[config.mk]
export PLATFORM = sky130hd
export DESIGN_NAME = ptaf_ram
export DESIGN_NICKNAME = d
export VERILOG_FILES = /design/src/rtl/ptaf_ram.sv
export SDC_FILE = /design/constraint.sdc
export NUM_CORES = 1
export LEC_CHECK = 0
export ABC_CLOCK_PERIOD_IN_PS = 2500
export BUFFER_PORTS_ARGS = -buffer_cell sky130_fd_sc_hd__buf_2
export CORE_MARGIN = 5
export CORE_UTILIZATION = 45
export CTS_CLUSTER_SIZE = 40
export DETAILED_ROUTE_END_ITERATION = 12
export GPL_TIMING_DRIVEN = 0
export PLACE_DENSITY = 0.58
export SLEW_MARGIN = 10
export SYNTH_ARGS = -nofsm -noshare
export SYNTH_HDL_FRONTEND = slang
export SYNTH_SLANG_ARGS = --single-unit
[constraint.sdc]
create_clock -name clk -period 2.5 [get_ports clk]
set_input_delay 0.125 -clock clk [delete_from_list [all_inputs] [get_ports clk]]
set_output_delay 0.125 -clock clk [all_outputs]
set_load 0.1 [all_outputs]
[src/rtl/ptaf_ram.sv]
// Generic single-write, single-read RAM with registered read data.
module ptaf_ram #(
	parameter int WIDTH = 8,
	parameter int DEPTH = 16,
	parameter int AW    = $clog2(DEPTH)
) (
	input  logic             clk,
	input  logic             we,
	input  logic [AW-1:0]    waddr,
	input  logic [WIDTH-1:0] wdata,
	input  logic             re,
	input  logic [AW-1:0]    raddr,
	output logic [WIDTH-1:0] rdata
);

	logic [WIDTH-1:0] mem [DEPTH];
	logic [WIDTH-1:0] rdata_q;

	always_ff @(posedge clk) begin
		if (we) begin
			mem[waddr] <= wdata;
		end
		if (re) begin
			rdata_q <= mem[raddr];
		end
	end

	assign rdata = rdata_q;

endmodule

==> key figures <==
Pwr
  – VDD IR max: 0.0003795 V
  – Internal power: between 4 and 5 mW
  – P_sw: between 1 and 1.5 mW
  – PD cells: about 880 mW/mm2
  – Switching Fraction: 0.1989
  – Clock power share: 0.462
  – Logic pwr share: 0.060
  – Register share of total power: 0.478
  – LEAKAGE: 2.053 nW

Synth
  – YS warnings: 0
  – Post-Syn Nets: 248
  – Post-synth EDFFs: 136
  – Cell variety after synth: 18
  – Synth Area in Compound Gates: 0.02298
  – Seq/Total Area, Yosys: 0.7812
  – Adder-Cell Fraction of Synth Area: 0
  – Main synth FF type: edfxtp_1
  – Syn_area_per_cell: 22.83 um2
  – Most common cell in the netlist: edfxtp_1
  – Synthesized netlist cell count: 229
  – Simple-gate share of the synthesized area: 0.03135
  – Post-synth top cells: edfxtp_1 (136), mux4_2 (18), a22oi_1 (16)
  – Post-Synth XOR/XNOR Area: 0
  – Ys async rst share: 0
  – Top cells by area, synth: edfxtp_1 (78%), mux4_2 (7.8%), mux4_1 (7.0%)
  – Mux cell area share after synthesis: 0.1479
  – Largest family of logic cells by synthesized area: multiplexers
  – #FFs+latches synth: 136
  – Cell taking the most area after synthesis: edfxtp_1
  – Cell Area, Synth: 0.005228 mm2
  – Yosys top cell area share: 0.7812

STA
  – Setup Skew: 0.01171 ns
  – Finish-stage setup viols: 0
  – RSZ-0062 raised after global routing: no
  – Final period util: 0.6581
  – Hold Fails Final Rpt: 0
  – Rel. slew slack: 0.2480
  – Period minus WS final: about 1.6 ns
  – Max-slew violations: 0
  – Fmax: between 600 and 700 MHz
  – Tightest Pin Transition: around 1.1 ns
  – TNS Setup: 0 ns

Die
  – Die W: 117.8 um
  – Die height: 117.8 um
  – Row count: 39
  – Die area: 0.01387 mm2
  – Core Footprint: 0.01142 mm2
  – Initial Util: 0.4578
  – I/O pin count: 27

Worst setup path
  – Crit-path cells: mux4_1 -> a22oi_1 -> nand2_1
  – Stages on the worst setup path: 3
  – Crit path max-delay family: multiplexers
  – Crit-path max cell delay: 0.55 ns
  – Crit path max fanout: 1
  – Setup crit end kind: register
  – CP bufs+invs: 0
  – Slowest-stage cell, CP: mux4_1
  – Worst path arrival time: about 1.8 ns
  – Critical Path Start Type: register
  – Worst path required time: between 2 and 3 ns
  – Reg2reg path depth: 3
  – CP Class: reg2reg

Placed design
  – Placer Congestion: slightly below 0.7
  – Placed cell areas: about 0.0055 mm2
  – I/O Buffers: 25
  – DP HPWL: 6.354 mm

Global routing
  – First-pass GRT wire length: 15.10 mm
  – Pin count of the biggest net entering global routing: 17
  – Vias in the first global route: 2460
  – Overflow after GRT: 0
  – Initial antenna violation count: 0
  – Tot GR Track Use: 0.1503

CTS
  – Clock transition at path regs: about 0.060 ns
  – Clock sink total: 136
  – CTS tree: done
  – Total CTS buffers: 17
  – Root buf cell: clkbuf_16
  – Later-pin clock latency in the skew report: about 0.40 ns
  – CTS Hold Buffers Added: 0
  – Cts repair resizes: 0
  – Clk buf depth: 2
  – Setup Fix Bufs, Post-CTS: 0
  – Depth of the CTS H-tree: 4

Worst hold path
  – Hold Path Stages: 1
  – Worst hold path class: in2reg

Final layout
  – Post-route cell area: 0.006141 mm2
  – Layout cells sized above 1: 0.2937
  – Antenna cells: 0
  – P&R area growth vs syn: 17.47%
  – Layout Nets: between 200 and 300

Route
  – Drt drc: 0
  – Router iterations before antenna repair: 4
  – Routed len/inst: 23.07 um
  – Vias per cell: roughly 5.5
  – Final WL: 9.895 mm
  – Total number of vias: 2379
  – First DRT Iteration DRCs: 208
  – ANT nets after route: 0

Outcome
  – Status: finished, final reports clean

Flow run
  – Total of max-cap violations: 0
-- flip-flops by register name (all words and copies together), names as in the netlist --
register  count
mem         128
rdata         8
-- power groups by stage --
stage	Clock (mW)	Combinational (mW)	Sequential (mW)
floorplan	0	0.130	2.71
global route	2.65	0.346	2.58
CTS	2.54	0.326	2.58
finish	2.49	0.322	2.58
detailed placement	0	0.325	2.63
global placement	0	0.321	2.63
-- logic make-up (layout without fill, tap and decap cells) --
family,count (synthesis),in the layout
flops,136,136
simple gates,35,35
mux,32,32
compound gates,16,16
buf+inv,10,67
-- per-stage QoR --
| stage | setup WS [ns] | instances | utilization | total power, mW | hold slack, ns |
|---|---|---|---|---|---|
| after floorplan | 0.8821 | 229 | - | 2.837 | 0.2239 |
| after global placement | 0.3151 | 397 | 0.4844 | 2.946 | 0.4664 |
| after detailed placement | 0.2934 | 397 | 0.4844 | 2.954 | 0.4839 |
| after CTS | 0.7190 | 429 | 0.5365 | 5.445 | 0.05878 |
| after global routing | 0.7933 | 429 | 0.5378 | 5.578 | 0.06283 |
| final | 0.8547 | 429 | 0.5378 | 5.397 | 0.06564 |
-- routing by layer --
metal	share of wire	wire length, um	global-route usage
met5	0	0	0
met4	0.017	167	0.05305
met3	0.045	447	0.04853
met2	0.48	4753	0.2221
met1	0.46	4526	0.2116
-- area by class of cell --
class                   count  area (um2)
clock buffers              21       440.4
well taps                 143       178.9
repair buffers             25       125.1
plain buffers              10       86.33
flip-flops and latches    136        4084
clock inverters            11       153.9
multi-input cells          83        1072
fillers                   904        5278
-- final timing paths --
path	slack [ns]	to	from
worst max-delay path	0.85	rdata[0]$_DFFE_PP_	mem[4][0]$_DFFE_PP_
worst min-delay path	0.07	rdata[5]$_DFFE_PP_	re
worst max register to register	0.85	rdata[0]$_DFFE_PP_	mem[4][0]$_DFFE_PP_
worst min register to register	0.77	rdata[4]$_DFFE_PP_	mem[9][4]$_DFFE_PP_
-- placed cells by master, fill, tap and decap left out --
cell             Yosys  routed
nor2_1              13      13
buf_4                1       1
nand3_1              1       1
nand3b_1             2       2
nor3_2               0       3
clkbuf_1             0       4
mux4_2              18      18
nor2b_1              1       1
edfxtp_1           136     136
clkbuf_16            0      17
and2_1               1       1
bufinv_16            0       4
a22oi_1             16      16
clkinv_2             0       6
or3b_2               1       1
nor3_1               4       1
buf_2                3      28
mux4_1              14      14
buf_6                3       3
and2b_1              1       1
nand2b_1             2       2
clkdlybuf4s25_2      3       3
clkinv_1             0       1
nand2_1              9       9
No activity file was read; power rests on OpenSTA's default activity.
