### src/rtl/ptaf_pkg.sv
// Shared types and constants for the prefix trie access filter.
package ptaf_pkg;

	localparam int NODE_COUNT = 4096;
	localparam int ADDR_BITS  = 128;
	localparam int NODE_W     = $clog2(NODE_COUNT);
	localparam int USED_W     = $clog2(NODE_COUNT + 1);
	localparam int LEN_W      = 8;
	localparam int ENTRY_W    = 2 * NODE_W + 1;
	localparam int PADDR_W    = 3;
	localparam int PDATA_W    = 32;

	localparam logic OP_INSERT = 1'b0;
	localparam logic OP_LOOKUP = 1'b1;

	localparam logic STATUS_OK   = 1'b0;
	localparam logic STATUS_FULL = 1'b1;

	localparam logic [PADDR_W-1:0] REG_DEFAULT_ALLOW = 3'd0;

	typedef struct packed {
		logic        operation;
		logic [63:0] addr_high;
		logic [63:0] addr_low;
		logic [7:0]  prefix_len;
		logic        allow_bit;
	} cmd_t;

	typedef struct packed {
		logic allowed;
		logic status;
	} res_t;

	typedef struct packed {
		logic [NODE_W-1:0] child_zero;
		logic [NODE_W-1:0] child_one;
		logic              allow;
	} node_t;

	typedef struct packed {
		logic              we;
		logic [NODE_W-1:0] waddr;
		node_t             wdata;
		logic              re;
		logic [NODE_W-1:0] raddr;
	} ram_req_t;

endpackage

### src/rtl/ptaf_walk.sv
// Trie walk sequencer: steps one trie level at a time for insert and lookup.
module ptaf_walk (
	input  logic               clk,
	input  logic               arst_n,
	input  logic               cmd_valid,
	output logic               cmd_ready,
	input  ptaf_pkg::cmd_t     cmd,
	output logic               res_valid,
	input  logic               res_ready,
	output ptaf_pkg::res_t     res,
	input  logic               default_allow,
	output ptaf_pkg::ram_req_t ram_req,
	input  ptaf_pkg::node_t    ram_rdata
);

	localparam logic [1:0] ST_IDLE = 2'd0;
	localparam logic [1:0] ST_STEP = 2'd1;
	localparam logic [1:0] ST_LINK = 2'd2;

	logic [1:0]                      state_q;
	logic                            op_q;
	logic                            allow_in_q;
	logic [ptaf_pkg::LEN_W-1:0]      len_q;
	logic [ptaf_pkg::LEN_W-1:0]      lvl_q;
	logic [ptaf_pkg::ADDR_BITS-1:0]  addr_q;
	logic [ptaf_pkg::NODE_W-1:0]     node_q;
	logic                            src_ram_q;
	ptaf_pkg::node_t                 cur_q;
	ptaf_pkg::node_t                 par_q;
	logic [ptaf_pkg::NODE_W-1:0]     par_idx_q;
	logic [ptaf_pkg::USED_W-1:0]     used_q;
	logic [ptaf_pkg::NODE_W-1:0]     root_c0_q;
	logic [ptaf_pkg::NODE_W-1:0]     root_c1_q;
	logic                            res_valid_q;
	ptaf_pkg::res_t                  res_q;

	ptaf_pkg::node_t             entry;
	ptaf_pkg::node_t             fresh;
	ptaf_pkg::node_t             par_upd;
	logic                        bit_w;
	logic [ptaf_pkg::NODE_W-1:0] child;
	logic [ptaf_pkg::NODE_W-1:0] new_idx;
	logic                        is_lookup;
	logic                        last_lvl;
	logic                        hit;
	logic                        full;
	logic                        fin;
	logic                        res_free;
	logic                        res_load;
	logic                        new_allow;
	logic [ptaf_pkg::LEN_W-1:0]  len_sat;
	logic [127:0]                addr_full;

	// Current node comes from the RAM after a read, else from the held copy.
	assign entry     = src_ram_q ? ram_rdata : cur_q;
	assign bit_w     = addr_q[ptaf_pkg::ADDR_BITS-1];
	assign child     = bit_w ? entry.child_one : entry.child_zero;
	assign is_lookup = (op_q == ptaf_pkg::OP_LOOKUP);
	assign last_lvl  = is_lookup ? (lvl_q == ptaf_pkg::LEN_W'(ptaf_pkg::ADDR_BITS))
	                             : (lvl_q == len_q);
	assign hit       = (child != '0);
	assign full      = (used_q == ptaf_pkg::USED_W'(ptaf_pkg::NODE_COUNT));
	assign fin       = last_lvl || (!hit && (is_lookup || full));
	assign res_free  = !res_valid_q || res_ready;
	assign res_load  = (state_q == ST_STEP) && fin && res_free;
	assign new_idx   = used_q[ptaf_pkg::NODE_W-1:0];
	assign new_allow = (lvl_q + ptaf_pkg::LEN_W'(1) == len_q) ? allow_in_q : entry.allow;
	assign len_sat   = (cmd.prefix_len > ptaf_pkg::LEN_W'(ptaf_pkg::ADDR_BITS))
	                 ? ptaf_pkg::LEN_W'(ptaf_pkg::ADDR_BITS) : cmd.prefix_len;
	assign addr_full = {cmd.addr_high, cmd.addr_low};

	always_comb begin
		fresh            = '0;
		fresh.allow      = new_allow;
		par_upd          = entry;
		if (bit_w) begin
			par_upd.child_one = new_idx;
		end else begin
			par_upd.child_zero = new_idx;
		end
	end

	always_comb begin
		ram_req       = '0;
		ram_req.raddr = child;
		case (state_q)
			ST_STEP: begin
				if (!fin) begin
					if (hit) begin
						ram_req.re = 1'b1;
					end else begin
						ram_req.we    = 1'b1;
						ram_req.waddr = new_idx;
						ram_req.wdata = fresh;
					end
				end
			end
			ST_LINK: begin
				ram_req.we    = 1'b1;
				ram_req.waddr = par_idx_q;
				ram_req.wdata = par_q;
			end
			default: ;
		endcase
	end

	always_ff @(posedge clk or negedge arst_n) begin
		if (!arst_n) begin
			state_q     <= ST_IDLE;
			used_q      <= ptaf_pkg::USED_W'(1);
			root_c0_q   <= '0;
			root_c1_q   <= '0;
			res_valid_q <= 1'b0;
			src_ram_q   <= 1'b0;
		end else begin
			if (res_load) begin
				res_valid_q <= 1'b1;
			end else if (res_valid_q && res_ready) begin
				res_valid_q <= 1'b0;
			end
			case (state_q)
				ST_IDLE: begin
					if (cmd_valid) begin
						state_q   <= ST_STEP;
						src_ram_q <= 1'b0;
					end
				end
				ST_STEP: begin
					if (fin) begin
						// Hold here until the result register frees up.
						if (res_free) begin
							state_q <= ST_IDLE;
						end
					end else if (hit) begin
						src_ram_q <= 1'b1;
					end else begin
						src_ram_q <= 1'b0;
						used_q    <= used_q + ptaf_pkg::USED_W'(1);
						if (node_q == '0) begin
							if (bit_w) begin
								root_c1_q <= new_idx;
							end else begin
								root_c0_q <= new_idx;
							end
						end else begin
							state_q <= ST_LINK;
						end
					end
				end
				ST_LINK: begin
					state_q <= ST_STEP;
				end
				default: begin
					state_q <= ST_IDLE;
				end
			endcase
		end
	end

	// Payload registers: no reset.
	always_ff @(posedge clk) begin
		case (state_q)
			ST_IDLE: begin
				if (cmd_valid) begin
					op_q       <= cmd.operation;
					allow_in_q <= cmd.allow_bit;
					len_q      <= len_sat;
					lvl_q      <= '0;
					addr_q     <= addr_full[127 -: ptaf_pkg::ADDR_BITS];
					node_q     <= '0;
					cur_q      <= '{child_zero: root_c0_q, child_one: root_c1_q,
					                allow: default_allow};
				end
			end
			ST_STEP: begin
				if (fin) begin
					if (res_free) begin
						res_q.allowed <= is_lookup ? entry.allow : 1'b0;
						res_q.status  <= (!is_lookup && !last_lvl) ? ptaf_pkg::STATUS_FULL
						                                           : ptaf_pkg::STATUS_OK;
					end
				end else begin
					lvl_q  <= lvl_q + ptaf_pkg::LEN_W'(1);
					addr_q <= addr_q << 1;
					if (hit) begin
						node_q <= child;
					end else begin
						node_q    <= new_idx;
						cur_q     <= fresh;
						par_q     <= par_upd;
						par_idx_q <= node_q;
					end
				end
			end
			default: ;
		endcase
	end

	assign cmd_ready = (state_q == ST_IDLE);
	assign res_valid = res_valid_q;
	assign res       = res_q;

endmodule

### config.mk
export PLATFORM = sky130hd
export DESIGN_NAME = ptaf_walk
export DESIGN_NICKNAME = d
export VERILOG_FILES = /design/src/rtl/ptaf_pkg.sv /design/src/rtl/ptaf_walk.sv
export SDC_FILE = /design/constraint.sdc
export NUM_CORES = 1
export LEC_CHECK = 0
export BUFFER_PORTS_ARGS = -buffer_cell sky130_fd_sc_hd__buf_2
export CORE_MARGIN = 5
export CORE_UTILIZATION = 39
export DETAILED_ROUTE_END_ITERATION = 8
export GPL_ROUTABILITY_DRIVEN = 1
export GPL_TIMING_DRIVEN = 0
export PLACE_DENSITY_LB_ADDON = 0.1
export SKIP_LAST_GASP = 1
export SLEW_MARGIN = 5
export SYNTH_ARGS = -nofsm -noshare
export SYNTH_HDL_FRONTEND = slang
export SYNTH_SLANG_ARGS = --single-unit
export TNS_END_PERCENT = 20
### constraint.sdc
create_clock -name clk -period 10.1 [get_ports clk]
set_clock_uncertainty 0.1 [all_clocks]
set_input_delay 0.505 -clock clk [delete_from_list [all_inputs] [get_ports clk]]
set_output_delay 0.505 -clock clk [all_outputs]
set_load 0.02 [all_outputs]
==> qor.yml <==
overflow: 0
cts_buffer_depth: 3
cp.required_ps: 9500
ios: 223
synthDominantCellAreaShare_pct: 55.0
ctsHoldBuffers: 0
setup_violations: 0
cts_setup_buffers: 0
dr.pass1.iters: 5
die_x_um: 186
synth_cells: 822
rsz0062_at_grt: "false"
first_global_vias: 7744
max_slew.worst_pin.slew_ps: 1210
place.gp.congestion: 0.812
synth_fp_nets: 997
status: "finished clean"
clock_latency_ps: 540
num_vias: 7570
post-route-drc-count: 0
grt_pass1_wl_mm: 44.5
dpl_cell_area_um2: 13900
fin_crit_ps: 4750
cts_repair_resize_count: 0
power_density_nw_per_um2: 293
initial_utilization_pct: 39.5
ys_warn_count: 0
synth_area_um2: 12100
post_synth_num_cell_types: 48
p_sw_uw: 1340
avgViaCountPerCell: 5.02
numPortBuffers: 222
clkSlewWorstSetupHoldPaths_ps: 60
cpPeakStageDelay_ps: 610
slowest_stage: "a311oi_4"
core-area_um2: 30700
cts_buffers: 30
most-common-layout-cells: "buf_2, edfxtp_1, mux2_2"
crit_family: "buffers and inverters"
rows: 64
fmax_mhz: 210
worst_ep_arrival_time_ps: 4150
max_cap_violations: 0
ff2ff_path_depth: 14
synthFlopType: "edfxtp_1"
synth_top_area_cell: "edfxtp_1"
drt_iter0_markers: 527
peakVddDrop_v: 0.000173
startpoint_type: "register"
grt_usage_pct: 15.9
tritoncts: "yes"
die-area_um2: 34700
final_cells: 1508
final_antenna_net_count: 0
async_flop_share_pct: 15.6
hold_class: "in -> async"
crit_cells: 10
design_area_um2: 14900
synth_edf_count: 222
syn_to_final_growth_pct: 22.5
numClockSinks: 263
crit_path_end_kind: "output port"
postSynthAreaPerCell_um2: 14.8
swShare_pct: 30.6
seqPwrFrac_pct: 43.6
crit_chain: "clkbuf_1 > buf_1 > mux4_2 > nor4_1 > nand4_1 > a311oi_4 > buf_4 > nand2_1 > o21ai_1 > buf_2"
holdWs_ps: 14.4
slew_viol_final: 0
finalHoldViolations: 0
ys_seq_elements: 263
p_leak_uw: 0.00581
placed_cells: 1447
dpl.hpwl_mm: 20.8
combPwrFrac_pct: 32.9
die_h_um: 186
netlist_top_cells_area: "edfxtp_1, mux2_2, dfrtp_1"
cp.buffers_inverters: 4
antenna_found_initial: 19
layout-drive-gt1-share_pct: 39.9
yosysSeqAreaShare_pct: 63.4
cts-root-buf: "clkbuf_16"
wl_per_cell_um: 18.9
totalWireLength_mm: 28.6
period_share_pct: 47.1
grt_max_degree: 42
slew_headroom_pct: 19.4
layout_commonest_cell: "buf_2"
power.internal_uw: 3020
fill_cells: 2765
clockPowerShare_pct: 23.5
criticalPathCategory: "reg -> out"
nNetsFinal: 1258
critPathMaxFanout: 10
htreeDepth: 1
[power by group through the flow]
stage / Combinational, uW / Clock [uW] / Sequential (uW)
2_1_floorplan: 1010 / 0 / 1940
3_3_place_gp: 1360 / 0 / 2030
3_5_place_dp: 1460 / 0 / 1920
4_1_cts: 1460 / 1060 / 1900
5_1_grt: 1570 / 1110 / 1940
6_report: 1430 / 1020 / 1900
[state kept, by name (all words and copies together), names as in the netlist, 8 cells and up]
signal	count
root_c1_q	12
len_q	8
root_c0_q	12
cur_q	25
addr_q	128
par_q	25
lvl_q	8
node_q	12
par_idx_q	12
used_q	13
[path summary, 6_finish.rpt]
| kind | startpoint | endpoint | slack, ps |
|---|---|---|---|
| min in group clk | cmd[0] | allow_in_q | 40 |
| worst min register to register | node_q[6] | par_idx_q[6] | 350 |
| worst max register to register | addr_q[127] | addr_q[49] | 5480 |
| max in group asynchronous | arst_n | used_q[3] | 9270 |
| worst min-delay path | arst_n | root_c1_q[9] | 10 |
| worst max-delay path | addr_q[127] | ram_req[13] | 5350 |
[kinds of logic (layout without fill, tap and decap cells)]
logic type | after synthesis | in the layout | synth area share [%]
buffers and inverters | 67 | 352 | 2.24
AOI/OAI and AO/OA | 77 | 77 | 4.11
and+or+nand+nor | 190 | 190 | 8.41
xor gates and xnor gates | 28 | 28 | 2.59
muxes | 190 | 190 | 18.5
other | 0 | 5 | 0
adders and majority gates | 7 | 7 | 0.722
DFF | 263 | 263 | 63.4
[Yosys cell counts (2+ instances only)]
cell	n
nor4_1	9
o32ai_1	3
dfrtp_1	40
nand2_1	27
nor3_1	3
and2_1	28
a31oi_1	5
mux4_2	12
clkbuf_1	41
mux2_2	152
o21bai_1	3
a21oi_1	28
edfxtp_1	222
nand2b_1	5
nand4_1	9
xnor2_1	22
buf_4	2
o21ai_1	2
ha_1	7
xnor3_1	5
nor2b_1	47
buf_2	4
a22oi_1	12
mux2i_1	26
nor2_1	44
and3_1	6
nor4bb_1	2
inv_1	9
o21ai_0	14
nand3_1	5
buf_1	10
nand3b_1	2
[layout make-up]
cell class              count  area, um^2  area share (%)
clock inverters            15         113           0.758
diodes                      5        12.5          0.0842
well taps                 396         495            3.33
plain buffers              58         238            1.60
inverters                   9        33.8           0.227
repair buffers            229        1270            8.57
clock buffers              41         813            5.47
multi-input cells         492        4190            28.2
flip-flops and latches    263        7690            51.8
[metal layers]
layer / routed length (um) / global-route usage (%) / up-vias
li1: - / - / 3609
met1: 12700 / 21.7 / 3604
met2: 12500 / 24.0 / 257
met3: 2620 / 6.39 / 72
met4: 568 / 3.47 / 28
met5: 199 / 0 / -
[stage by stage]
stage | power (uW) | worst slack (ps) | utilization, % | setup TNS, ps
2_1_floorplan | 2950 | 820 | - | 0
3_3_place_gp | 3390 | -3060 | 44.8 | -449080
3_5_place_dp | 3370 | 5450 | 45.4 | 0
4_1_cts | 4420 | 5290 | 48.4 | 0
5_1_grt | 4620 | 5070 | 48.4 | 0
6_report | 4360 | 5350 | 48.5 | 0
No activity file was read; power rests on OpenSTA's default activity.
